$ cat config.mk
export PLATFORM = sky130hd
export DESIGN_NAME = rgb565_ease_fade_sequencer
export DESIGN_NICKNAME = d
export VERILOG_FILES = /design/src/rtl/core/fadeseq_pkg.sv /design/src/rtl/core/rgb565_ease_fade_sequencer.sv /design/src/rtl/core/fadeseq_ctrl.sv /design/src/rtl/core/fadeseq_dp.sv
export SDC_FILE = /design/constraint.sdc
export NUM_CORES = 2
export LEC_CHECK = 0
export ABC_AREA = 1
export BUFFER_PORTS_ARGS = -buffer_cell sky130_fd_sc_hd__buf_2
export CORE_MARGIN = 3
export CORE_UTILIZATION = 50
export DETAILED_ROUTE_END_ITERATION = 8
export GPL_TIMING_DRIVEN = 0
export PLACE_DENSITY = 0.66
export SYNTH_ARGS = -nofsm -noshare
export SYNTH_HDL_FRONTEND = slang
export SYNTH_SLANG_ARGS = --single-unit
$ cat constraint.sdc
create_clock -name clk -period 8.45 [get_ports clk]
set_input_delay 0 -clock clk [delete_from_list [all_inputs] [get_ports clk]]
set_output_delay 0 -clock clk [all_outputs]
set_load 0.005 [all_outputs]
$ cat src/rtl/core/fadeseq_pkg.sv
// Shared item codes, phase codes, register indexes and controller command bundle
// for the RGB565 ease-out fade sequencer. No dependencies.
package fadeseq_pkg;

	localparam int ColorW = 16;
	localparam int AlphaW = 8;
	localparam int TimeW  = 16;
	localparam int KindW  = 2;
	localparam int PhaseW = 2;
	localparam int CfgIdxW = 2;
	// Quotient bits of the alpha divide; alpha never exceeds 255.
	localparam int DivSteps = 8;

	// Item kinds
	localparam logic [KindW-1:0] KIND_RESTART = 2'd0;
	localparam logic [KindW-1:0] KIND_TICK    = 2'd1;
	localparam logic [KindW-1:0] KIND_PIXEL   = 2'd2;

	// Sequence phases
	localparam logic [PhaseW-1:0] PH_FADE_IN  = 2'd0;
	localparam logic [PhaseW-1:0] PH_HOLD     = 2'd1;
	localparam logic [PhaseW-1:0] PH_FADE_OUT = 2'd2;
	localparam logic [PhaseW-1:0] PH_DONE     = 2'd3;

	// Register indexes
	localparam logic [CfgIdxW-1:0] CFG_FADE_IN  = 2'd0;
	localparam logic [CfgIdxW-1:0] CFG_HOLD     = 2'd1;
	localparam logic [CfgIdxW-1:0] CFG_FADE_OUT = 2'd2;

	localparam logic [TimeW-1:0] FADE_IN_RST  = 16'd600;
	localparam logic [TimeW-1:0] HOLD_RST     = 16'd1400;
	localparam logic [TimeW-1:0] FADE_OUT_RST = 16'd500;

	localparam logic [AlphaW-1:0] ALPHA_MAX = 8'd255;

	typedef struct packed {
		logic accept;    // item taken this cycle
		logic mul;       // form D*D and el*(2D-el)
		logic prep;      // form dividend and aligned divisor
		logic div_step;  // one quotient bit
		logic finish;    // write eased alpha
		logic load_out;  // load the output register
	} fadeseq_cmd_t;

endpackage

$ cat src/rtl/core/rgb565_ease_fade_sequencer.sv
// Top level of the RGB565 ease-out fade sequencer: controller plus datapath.
// Depends on fadeseq_pkg, fadeseq_ctrl and fadeseq_dp.
//
// The block plays one fade sequence: fade-in from alpha 0 to 255 with an
// ease-out-quad curve, hold at 255, fade-out to 0, then finished (black).
// Each input beat is a restart, a one-millisecond tick or an RGB565 pixel,
// and each gives exactly one output beat carrying the scaled pixel (zero for
// non-pixels), the alpha and the phase after the beat. Pixels, restarts,
// unused codes and ticks that end a phase, fall in the hold phase or arrive
// after the finish need no divide, so they stream at one beat per cycle
// while the output side keeps up. A tick inside a fade holds off the next
// acceptance while it runs the two multiplies (D*D and el*(2D-el)), forms
// the dividend, runs the restoring divider that produces one alpha bit per
// cycle, and then writes the eased alpha and loads the output register.
// The duration registers sit on a separate write port that is always ready;
// write them only while no beat is in flight.
module rgb565_ease_fade_sequencer import fadeseq_pkg::*; (
	input  logic               clk,
	input  logic               arst_n,
	// item channel
	input  logic               in_valid,
	output logic               in_ready,
	input  logic [KindW-1:0]   kind,
	input  logic [ColorW-1:0]  color,
	// result channel
	output logic               out_valid,
	input  logic               out_ready,
	output logic [ColorW-1:0]  scaled_color,
	output logic [AlphaW-1:0]  alpha_now,
	output logic [PhaseW-1:0]  phase_now,
	// register write channel
	input  logic               cfg_valid,
	output logic               cfg_ready,
	input  logic [CfgIdxW-1:0] cfg_index,
	input  logic [TimeW-1:0]   cfg_data
);

	fadeseq_cmd_t      cmd;
	logic              need_div;
	logic              busy;
	logic [PhaseW-1:0] cur_phase;
	logic [AlphaW-1:0] cur_alpha;

	// Registers take a write in any cycle.
	assign cfg_ready = 1'b1;

	fadeseq_ctrl u_ctrl (
		.clk       (clk),
		.arst_n    (arst_n),
		.in_valid  (in_valid),
		.in_ready  (in_ready),
		.out_valid (out_valid),
		.out_ready (out_ready),
		.need_div  (need_div),
		.cmd       (cmd),
		.busy      (busy)
	);

	fadeseq_dp u_dp (
		.clk          (clk),
		.arst_n       (arst_n),
		.cmd          (cmd),
		.kind         (kind),
		.color        (color),
		.cfg_we       (cfg_valid && cfg_ready),
		.cfg_index    (cfg_index),
		.cfg_data     (cfg_data),
		.need_div     (need_div),
		.scaled_color (scaled_color),
		.alpha_now    (alpha_now),
		.phase_now    (phase_now),
		.cur_phase    (cur_phase),
		.cur_alpha    (cur_alpha)
	);

	// Hold phase always runs at full alpha.
	a_hold_full: assert property (@(posedge clk) disable iff (!arst_n)
		cur_phase == PH_HOLD |-> cur_alpha == ALPHA_MAX)
		else $error("hold phase with alpha below full");

	// Finished sequence stays black.
	a_done_black: assert property (@(posedge clk) disable iff (!arst_n)
		cur_phase == PH_DONE |-> cur_alpha == '0)
		else $error("finished phase with nonzero alpha");

	// While the divider runs, the output register stays empty for its result.
	a_busy_empty: assert property (@(posedge clk) disable iff (!arst_n)
		busy |-> !out_valid)
		else $error("output occupied while alpha divide in flight");

	// A fade tick blocks the input for the cycle after acceptance.
	a_div_stall: assert property (@(posedge clk) disable iff (!arst_n)
		in_valid && in_ready && need_div |=> !in_ready)
		else $error("input accepted during alpha divide");

endmodule

$ cat src/rtl/core/fadeseq_ctrl.sv
// Controller for the fade sequencer: handshake, output-register occupancy and the
// sequence of multiply, prepare and divide steps. Depends on fadeseq_pkg.
module fadeseq_ctrl import fadeseq_pkg::*; (
	input  logic         clk,
	input  logic         arst_n,
	input  logic         in_valid,
	output logic         in_ready,
	output logic         out_valid,
	input  logic         out_ready,
	input  logic         need_div,
	output fadeseq_cmd_t cmd,
	output logic         busy
);

	localparam logic [2:0] ST_IDLE = 3'd0;
	localparam logic [2:0] ST_MUL  = 3'd1;
	localparam logic [2:0] ST_PREP = 3'd2;
	localparam logic [2:0] ST_DIV  = 3'd3;
	localparam logic [2:0] ST_FIN  = 3'd4;

	logic [2:0] state_q, state_d;
	logic [$clog2(DivSteps)-1:0] cnt_q;
	logic out_valid_q;
	logic accept;

	assign in_ready = (state_q == ST_IDLE) && (!out_valid_q || out_ready);
	assign accept   = in_valid && in_ready;
	assign out_valid = out_valid_q;
	assign busy     = (state_q != ST_IDLE);

	always_comb begin
		cmd = '0;
		cmd.accept   = accept;
		cmd.mul      = (state_q == ST_MUL);
		cmd.prep     = (state_q == ST_PREP);
		cmd.div_step = (state_q == ST_DIV);
		cmd.finish   = (state_q == ST_FIN);
		cmd.load_out = (accept && !need_div) || (state_q == ST_FIN);
	end

	always_comb begin
		state_d = state_q;
		unique case (state_q)
			ST_IDLE: if (accept && need_div) state_d = ST_MUL;
			ST_MUL:  state_d = ST_PREP;
			ST_PREP: state_d = ST_DIV;
			ST_DIV:  if (&cnt_q) state_d = ST_FIN;
			ST_FIN:  state_d = ST_IDLE;
			default: state_d = ST_IDLE;
		endcase
	end

	always_ff @(posedge clk or negedge arst_n) begin
		if (!arst_n) begin
			state_q     <= ST_IDLE;
			cnt_q       <= '0;
			out_valid_q <= 1'b0;
		end else begin
			state_q <= state_d;
			// advance the quotient bit count only while dividing
			if (state_q == ST_DIV)
				cnt_q <= cnt_q + 1'b1;
			else
				cnt_q <= '0;
			if (cmd.load_out)
				out_valid_q <= 1'b1;
			else if (out_ready)
				out_valid_q <= 1'b0;
		end
	end

endmodule

$ cat src/rtl/core/fadeseq_dp.sv
// Datapath for the fade sequencer: duration registers, phase/time/alpha state,
// eased-alpha multiply and restoring divide, pixel scaler, output register.
// Depends on fadeseq_pkg.
module fadeseq_dp import fadeseq_pkg::*; (
	input  logic               clk,
	input  logic               arst_n,
	input  fadeseq_cmd_t       cmd,
	input  logic [KindW-1:0]   kind,
	input  logic [ColorW-1:0]  color,
	input  logic               cfg_we,
	input  logic [CfgIdxW-1:0] cfg_index,
	input  logic [TimeW-1:0]   cfg_data,
	output logic               need_div,
	output logic [ColorW-1:0]  scaled_color,
	output logic [AlphaW-1:0]  alpha_now,
	output logic [PhaseW-1:0]  phase_now,
	output logic [PhaseW-1:0]  cur_phase,
	output logic [AlphaW-1:0]  cur_alpha
);

	localparam int NumW = 40;  // 255*N + D*D - 1 stays below 256*D*D

	logic [TimeW-1:0]  fade_in_q, hold_q, fade_out_q;
	logic [PhaseW-1:0] phase_q;
	logic [TimeW-1:0]  elapsed_q;
	logic [AlphaW-1:0] alpha_q;

	logic [ColorW-1:0] scaled_q;
	logic [AlphaW-1:0] alpha_out_q;
	logic [PhaseW-1:0] phase_out_q;

	logic [31:0]       dd_q, n_q;
	logic [NumW-1:0]   rem_q, dv_q;
	logic [AlphaW-1:0] quo_q;

	// floor(x/255) for x below 16384
	function automatic logic [7:0] div255(input logic [13:0] x);
		logic [14:0] s;
		s = {1'b0, x} + {9'b0, x[13:8]} + 15'd1;
		return {1'b0, s[14:8]};
	endfunction

	// ---------------- tick decode ----------------
	logic [TimeW-1:0]  el_inc, len;
	logic              ends;
	logic [PhaseW-1:0] ph_tk;
	logic [TimeW-1:0]  el_tk;
	logic [AlphaW-1:0] al_tk;
	logic              tk_div;

	assign el_inc = (&elapsed_q) ? elapsed_q : elapsed_q + 1'b1;

	always_comb begin
		unique case (phase_q)
			PH_FADE_IN:  len = fade_in_q;
			PH_HOLD:     len = hold_q;
			PH_FADE_OUT: len = fade_out_q;
			default:     len = '1;
		endcase
	end

	assign ends = (el_inc >= len);

	always_comb begin
		ph_tk  = phase_q;
		el_tk  = el_inc;
		al_tk  = alpha_q;
		tk_div = 1'b0;
		unique case (phase_q)
			PH_FADE_IN: begin
				if (ends) begin
					ph_tk = PH_HOLD;
					el_tk = '0;
					al_tk = ALPHA_MAX;
				end else begin
					tk_div = 1'b1;
				end
			end
			PH_HOLD: begin
				al_tk = ALPHA_MAX;
				if (ends) begin
					ph_tk = PH_FADE_OUT;
					el_tk = '0;
				end
			end
			PH_FADE_OUT: begin
				if (ends) begin
					ph_tk = PH_DONE;
					el_tk = '0;
					al_tk = '0;
				end else begin
					tk_div = 1'b1;
				end
			end
			default: el_tk = elapsed_q;  // finished: a tick changes nothing
		endcase
	end

	assign need_div = (kind == KIND_TICK) && tk_div;

	// ---------------- per-item next state ----------------
	logic [PhaseW-1:0] ph_nx;
	logic [TimeW-1:0]  el_nx;
	logic [AlphaW-1:0] al_nx;

	always_comb begin
		ph_nx = phase_q;
		el_nx = elapsed_q;
		al_nx = alpha_q;
		case (kind)
			KIND_RESTART: begin
				ph_nx = PH_FADE_IN;
				el_nx = '0;
				al_nx = '0;
			end
			KIND_TICK: begin
				ph_nx = ph_tk;
				el_nx = el_tk;
				al_nx = al_tk;
			end
			default: ;
		endcase
	end

	// ---------------- pixel scaler ----------------
	logic [12:0] xr, xb;
	logic [13:0] xg;
	logic [7:0]  qr, qg, qb;
	logic [ColorW-1:0] pix;

	assign xr  = 13'(color[15:11]) * 13'(alpha_q);
	assign xg  = 14'(color[10:5]) * 14'(alpha_q);
	assign xb  = 13'(color[4:0]) * 13'(alpha_q);
	assign qr  = div255({1'b0, xr});
	assign qg  = div255(xg);
	assign qb  = div255({1'b0, xb});
	assign pix = {qr[4:0], qg[5:0], qb[4:0]};

	// ---------------- eased alpha ----------------
	logic            is_out;
	logic [TimeW-1:0] d_sel;
	logic [16:0]     span;
	logic [31:0]     dd_w;
	logic [31:0]     n_w;
	logic [NumW-1:0] num_w, bias_w;
	logic [AlphaW-1:0] al_fin;

	assign is_out = (phase_q == PH_FADE_OUT);
	assign d_sel  = is_out ? fade_out_q : fade_in_q;
	assign span   = {d_sel, 1'b0} - {1'b0, elapsed_q};
	assign dd_w   = 32'(d_sel) * 32'(d_sel);
	// el < D, so el*(2D-el) stays below D*D and fits 32 bits
	assign n_w    = 32'(elapsed_q) * 32'(span);
	// 255*N, plus D*D-1 for the ceiling used on the way down
	assign bias_w = is_out ? {8'b0, dd_q - 32'd1} : '0;
	assign num_w  = {n_q, 8'b0} - {8'b0, n_q} + bias_w;
	assign al_fin = is_out ? ALPHA_MAX - quo_q : quo_q;

	always_ff @(posedge clk) begin
		if (cmd.mul) begin
			dd_q <= dd_w;
			n_q  <= n_w;
		end
		if (cmd.prep) begin
			rem_q <= num_w;
			dv_q  <= {1'b0, dd_q, 7'b0};
			quo_q <= '0;
		end
		if (cmd.div_step) begin
			if (rem_q >= dv_q) begin
				rem_q <= rem_q - dv_q;
				quo_q <= {quo_q[AlphaW-2:0], 1'b1};
			end else begin
				quo_q <= {quo_q[AlphaW-2:0], 1'b0};
			end
			dv_q <= dv_q >> 1;
		end
		if (cmd.load_out) begin
			if (cmd.finish) begin
				scaled_q    <= '0;
				alpha_out_q <= al_fin;
				phase_out_q <= phase_q;
			end else begin
				scaled_q    <= (kind == KIND_PIXEL) ? pix : '0;
				alpha_out_q <= al_nx;
				phase_out_q <= ph_nx;
			end
		end
	end

	always_ff @(posedge clk or negedge arst_n) begin
		if (!arst_n) begin
			fade_in_q  <= FADE_IN_RST;
			hold_q     <= HOLD_RST;
			fade_out_q <= FADE_OUT_RST;
			phase_q    <= PH_FADE_IN;
			elapsed_q  <= '0;
			alpha_q    <= '0;
		end else begin
			if (cfg_we) begin
				unique case (cfg_index)
					CFG_FADE_IN:  fade_in_q  <= cfg_data;
					CFG_HOLD:     hold_q     <= cfg_data;
					CFG_FADE_OUT: fade_out_q <= cfg_data;
					default: ;
				endcase
			end
			if (cmd.accept) begin
				phase_q   <= ph_nx;
				elapsed_q <= el_nx;
				// eased fade alpha lands at finish instead
				if (!need_div)
					alpha_q <= al_nx;
			end
			if (cmd.finish)
				alpha_q <= al_fin;
		end
	end

	assign scaled_color = scaled_q;
	assign alpha_now    = alpha_out_q;
	assign phase_now    = phase_out_q;
	assign cur_phase    = phase_q;
	assign cur_alpha    = alpha_q;

endmodule
==> key figures <==
Status
  – Result of the run: finished, final reports clean

Floorplanning
  – Die area: 0.0848 sq mm
  – Boundary Pins: 70
  – Initial Util: 51.0%
  – Floorplan core area: 0.0798 sq mm
  – Die Ht: 291 um
  – Width of the die: 291 um
  – Number of cell rows: 103

CTS
  – Clock network latency to the later pin of the worst-skew pair: 0.64 ns
  – Number of sinks handled by clock tree synthesis: 257
  – Max clock buf depth: 3
  – H-Tree Level Count: 1
  – CTS buffer count: 30
  – Clock root buffer: sky130_fd_sc_hd__clkbuf_16
  – CTS tree: yes
  – Clock transition time at the flip-flop clock pins of the worst setup and hold paths: 0.07 ns

Detailed routing
  – Average detailed-routed wire length per instance: 18.0 um
  – Detailed-routing wirelength on met1: 52700 um
  – DRC marker count from the first detailed-route iteration: 2558
  – Number of detailed-routing iterations run before antenna repair: 6
  – Max layer used: met4
  – Total DRC errors in the routed layout: 0
  – Detail Route met2 WL: 58100 um
  – Final Routed Wirelength: 124000 um
  – Via total after detailed routing: 36500
  – Wire length on met3: 7210 um
  – Antenna-violating nets left: 0
  – Detail-routed via count per cell: 5.30

Cells and area
  – Area of all placed cells without fillers: 0.0445 sq mm
  – Layout cells sized above 1: 5.93%
  – Area growth from synthesis to layout: 9.37%
  – Count of nets after finishing: 6699

Placed design
  – Post-place instance area: 0.0424 sq mm
  – IO Port Bufs: 52
  – Total half-perimeter wirelength after legalization and detailed placement: 103000 um
  – Routability congestion estimate from global placement: 0.962
  – Pre-CTS setup slack: -0.819 ns

Worst setup path
  – Max Fanout on Critical Path: 10
  – Startpoint of the lowest-slack register-to-register path: u_dp.cur_phase[1]
  – Critical path start-end classification: register to register
  – Kind of end point of the critical path: register
  – Data required time at the worst endpoint: 8.78 ns
  – Reg-to-reg setup timing slack: 0.29 ns
  – Capturing point of the worst reg2reg path: u_dp.n_q[26]
  – Kind of start point of the critical path: register
  – Data arrival at the endpoint of the critical path: 8.49 ns
  – Depth of the worst register-to-register path: 37
  – Master of the slowest instance on the critical path: sky130_fd_sc_hd__fa_2
  – Critical path's largest stage delay: 0.63 ns

Synthesis
  – Mapped Area: 0.0407 sq mm
  – Area share of the leading cell type in the synthesized netlist: 22.6%
  – Synth async-reset ratio: 31.5%
  – Cells after Synth: 5665
  – Number of register bits inferred by synthesis: 257
  – Yosys warning total: 0
  – Sequential fraction of the synthesis area: 17.0%
  – Count of cell types in the netlist: 63
  – Number of nets produced by synthesis: 6557
  – Biggest area consumer among synthesized cells: sky130_fd_sc_hd__fa_1
  – Top cells by area in the synthesized netlist: sky130_fd_sc_hd__fa_1 23%, sky130_fd_sc_hd__nand2_1 13%, sky130_fd_sc_hd__ha_1 12%, sky130_fd_sc_hd__inv_1 11%, sky130_fd_sc_hd__edfxtp_1 10%
  – Dominant synthesized flop cell: sky130_fd_sc_hd__edfxtp_1
  – Number of enable flip-flop cells after synthesis: 136
  – Mean area per synthesized cell: 7.18 sq um

Timing
  – Final period utilization: 96.6%
  – Max Freq: 123 MHz
  – Transition time at the pin with the least slew margin: 0.901 ns
  – Hold Fails Final Rpt: 0
  – Final worst slack: 0.290 ns
  – Min cycle time layout: 8.16 ns
  – Number of pins exceeding their max-slew limit in the final report: 0
  – Worst slew margin relative to its limit: 39.7%
  – Clock Skew: 0.0655 ns
  – Final count of negative-setup-slack endpoints: 0

GRT
  – Overall fraction of global-route tracks in use: 29.3%
  – Via count of the first global-routing pass: 36700
  – Number of antenna violations at the first check in global routing: 1
  – Global route overflow: 0
  – Global-route wire length before repair: 198000 um
  – Largest net degree at the start of global routing: 44

Hold path
  – Classification of the worst-slack hold path: primary input to asynchronous set/reset pin

Run
  – Max-capacitance violation count: 0
-- worst max-delay path: cells and delay by family, from the launching register on --
family,cells,cell delay [ns]
AO/OA/AOI/OAI,3,0.50
adder cells (fa/ha/maj),8,3.75
AND/OR/NAND/NOR,14,1.88
flip-flops,1,0.32
buffers and inverters,12,1.41
-- flip-flops by register name, indices dropped and copies added (netlist names) --
name / count
u_dp.alpha_now: 8
u_ctrl.cnt_q: 3
u_dp.cur_phase: 2
u_dp.elapsed_q: 16
u_ctrl.out_valid: 1
u_dp.fade_in_q: 16
u_dp.fade_out_q: 16
u_dp.quo_q: 8
u_dp.dd_q: 31
u_ctrl.state_q: 3
u_dp.dv_q: 39
u_dp.n_q: 32
u_dp.cur_alpha: 8
u_dp.hold_q: 16
u_dp.phase_now: 2
u_dp.rem_q: 40
u_dp.scaled_color: 16
-- cells by family after synthesis --
logic type / count (synthesis) / synth area share (%)
AOI/OAI and AO/OA: 557 / 7.67
adders and majority gates: 851 / 34.6
xor gates and xnor gates: 112 / 2.48
buffers and inverters: 1388 / 13.0
other: 1 / 0.00922
DFF: 257 / 17.0
and+or+nand+nor: 2499 / 25.1
-- per-stage QoR --
stage | utilization (%) | hold slack, ns | setup TNS [ns] | instances
after global routing | 55.8 | 0.0369 | -0.116 | 6882
final | 55.8 | 0.0305 | 0 | 6882
after floorplan | - | -0.296 | 0 | 5665
after CTS | 55.2 | 0.00642 | -0.0202 | 6867
after global placement | 53.0 | 0.249 | -8.80 | 6767
after detailed placement | 53.1 | 0.0130 | -9.37 | 6770
-- how the worst max path moves through the flow --
stage                                 start            to  slack, ns  depth (start not counted)
final                     u_dp.cur_phase[1]  u_dp.n_q[26]       0.29                         37
after global routing      u_dp.cur_phase[1]  u_dp.n_q[27]      -0.06                         37
after CTS                 u_dp.cur_phase[1]  u_dp.n_q[26]      -0.02                         37
after detailed placement  u_dp.cur_phase[1]  u_dp.n_q[26]      -0.82                         40
after global placement    u_dp.cur_phase[1]  u_dp.n_q[26]      -0.80                         40
after floorplan           u_dp.cur_phase[1]  u_dp.n_q[27]       1.03                         41
-- final cells by class --
class	count	area, sq um
antenna	1	2.50
buffer	136	642
clock buffer	33	762
clock inverter	23	308
fill	7773	35300
inverter	1251	4720
multi-input combinational	4020	28900
sequential	257	6930
tap	1050	1310
timing repair buffer	111	898
-- cells in the mapped netlist (all sizes together) (40+ instances only) --
cell	number
nand3	304
xor2	84
ha	392
buf	59
o21ai	229
dfrtp	65
inv	1245
nand4	56
a21oi	215
edfxtp	136
clkbuf	78
nor2	597
fa	459
nand2	1450
dfxtp	40
-- layer usage --
| layer | GRT usage, % | up-vias |
|---|---|---|
| met5 | 0 | - |
| met4 | 12.1 | 0 |
| met3 | 2.70 | 273 |
| met2 | 49.7 | 1143 |
| met1 | 38.6 | 17400 |
| li1 | - | 17700 |
-- repair_timing --
item / in CTS / in global routing
setup endpoints to repair: 19 / 19
cloned: 0 / 2
hold buffers: 28 / 0
resized for setup: 46 / 76
setup buffers: 13 / 13
endpoints found under the hold margin: 140 / 0
pin swaps: 3 / 9
-- cell usage in the layout, fill, tap and decap left out, types with 8 or more instances in the layout --
| cell type | count |
|---|---|
| sky130_fd_sc_hd__edfxtp_1 | 136 |
| sky130_fd_sc_hd__clkbuf_1 | 75 |
| sky130_fd_sc_hd__nand3b_1 | 18 |
| sky130_fd_sc_hd__buf_1 | 20 |
| sky130_fd_sc_hd__dfxtp_1 | 40 |
| sky130_fd_sc_hd__a21boi_0 | 16 |
| sky130_fd_sc_hd__ha_4 | 11 |
| sky130_fd_sc_hd__dfstp_2 | 16 |
| sky130_fd_sc_hd__a21oi_1 | 196 |
| sky130_fd_sc_hd__buf_2 | 75 |
| sky130_fd_sc_hd__o21ai_0 | 198 |
| sky130_fd_sc_hd__fa_1 | 455 |
| sky130_fd_sc_hd__inv_2 | 15 |
| sky130_fd_sc_hd__o21bai_1 | 35 |
| sky130_fd_sc_hd__nand2_2 | 13 |
| sky130_fd_sc_hd__dlygate4sd3_1 | 27 |
| sky130_fd_sc_hd__a21oi_2 | 12 |
| sky130_fd_sc_hd__nand4_1 | 55 |
| sky130_fd_sc_hd__inv_1 | 1223 |
| sky130_fd_sc_hd__xor2_1 | 82 |
| sky130_fd_sc_hd__a211oi_1 | 14 |
| sky130_fd_sc_hd__nor2_2 | 10 |
| sky130_fd_sc_hd__xnor2_1 | 27 |
| sky130_fd_sc_hd__buf_4 | 35 |
| sky130_fd_sc_hd__nor3_1 | 32 |
| sky130_fd_sc_hd__a21o_1 | 21 |
| sky130_fd_sc_hd__nand2_4 | 8 |
| sky130_fd_sc_hd__nand2_1 | 1429 |
| sky130_fd_sc_hd__nand3_1 | 296 |
| sky130_fd_sc_hd__ha_1 | 376 |
| sky130_fd_sc_hd__o21ai_1 | 23 |
| sky130_fd_sc_hd__or2_2 | 25 |
| sky130_fd_sc_hd__clkinv_1 | 10 |
| sky130_fd_sc_hd__dfrtp_1 | 65 |
| sky130_fd_sc_hd__nor2_1 | 580 |
| sky130_fd_sc_hd__clkbuf_16 | 32 |
Power is not shown: default switching activity piles up to over one toggle a cycle in this logic, so the estimate is an artifact.
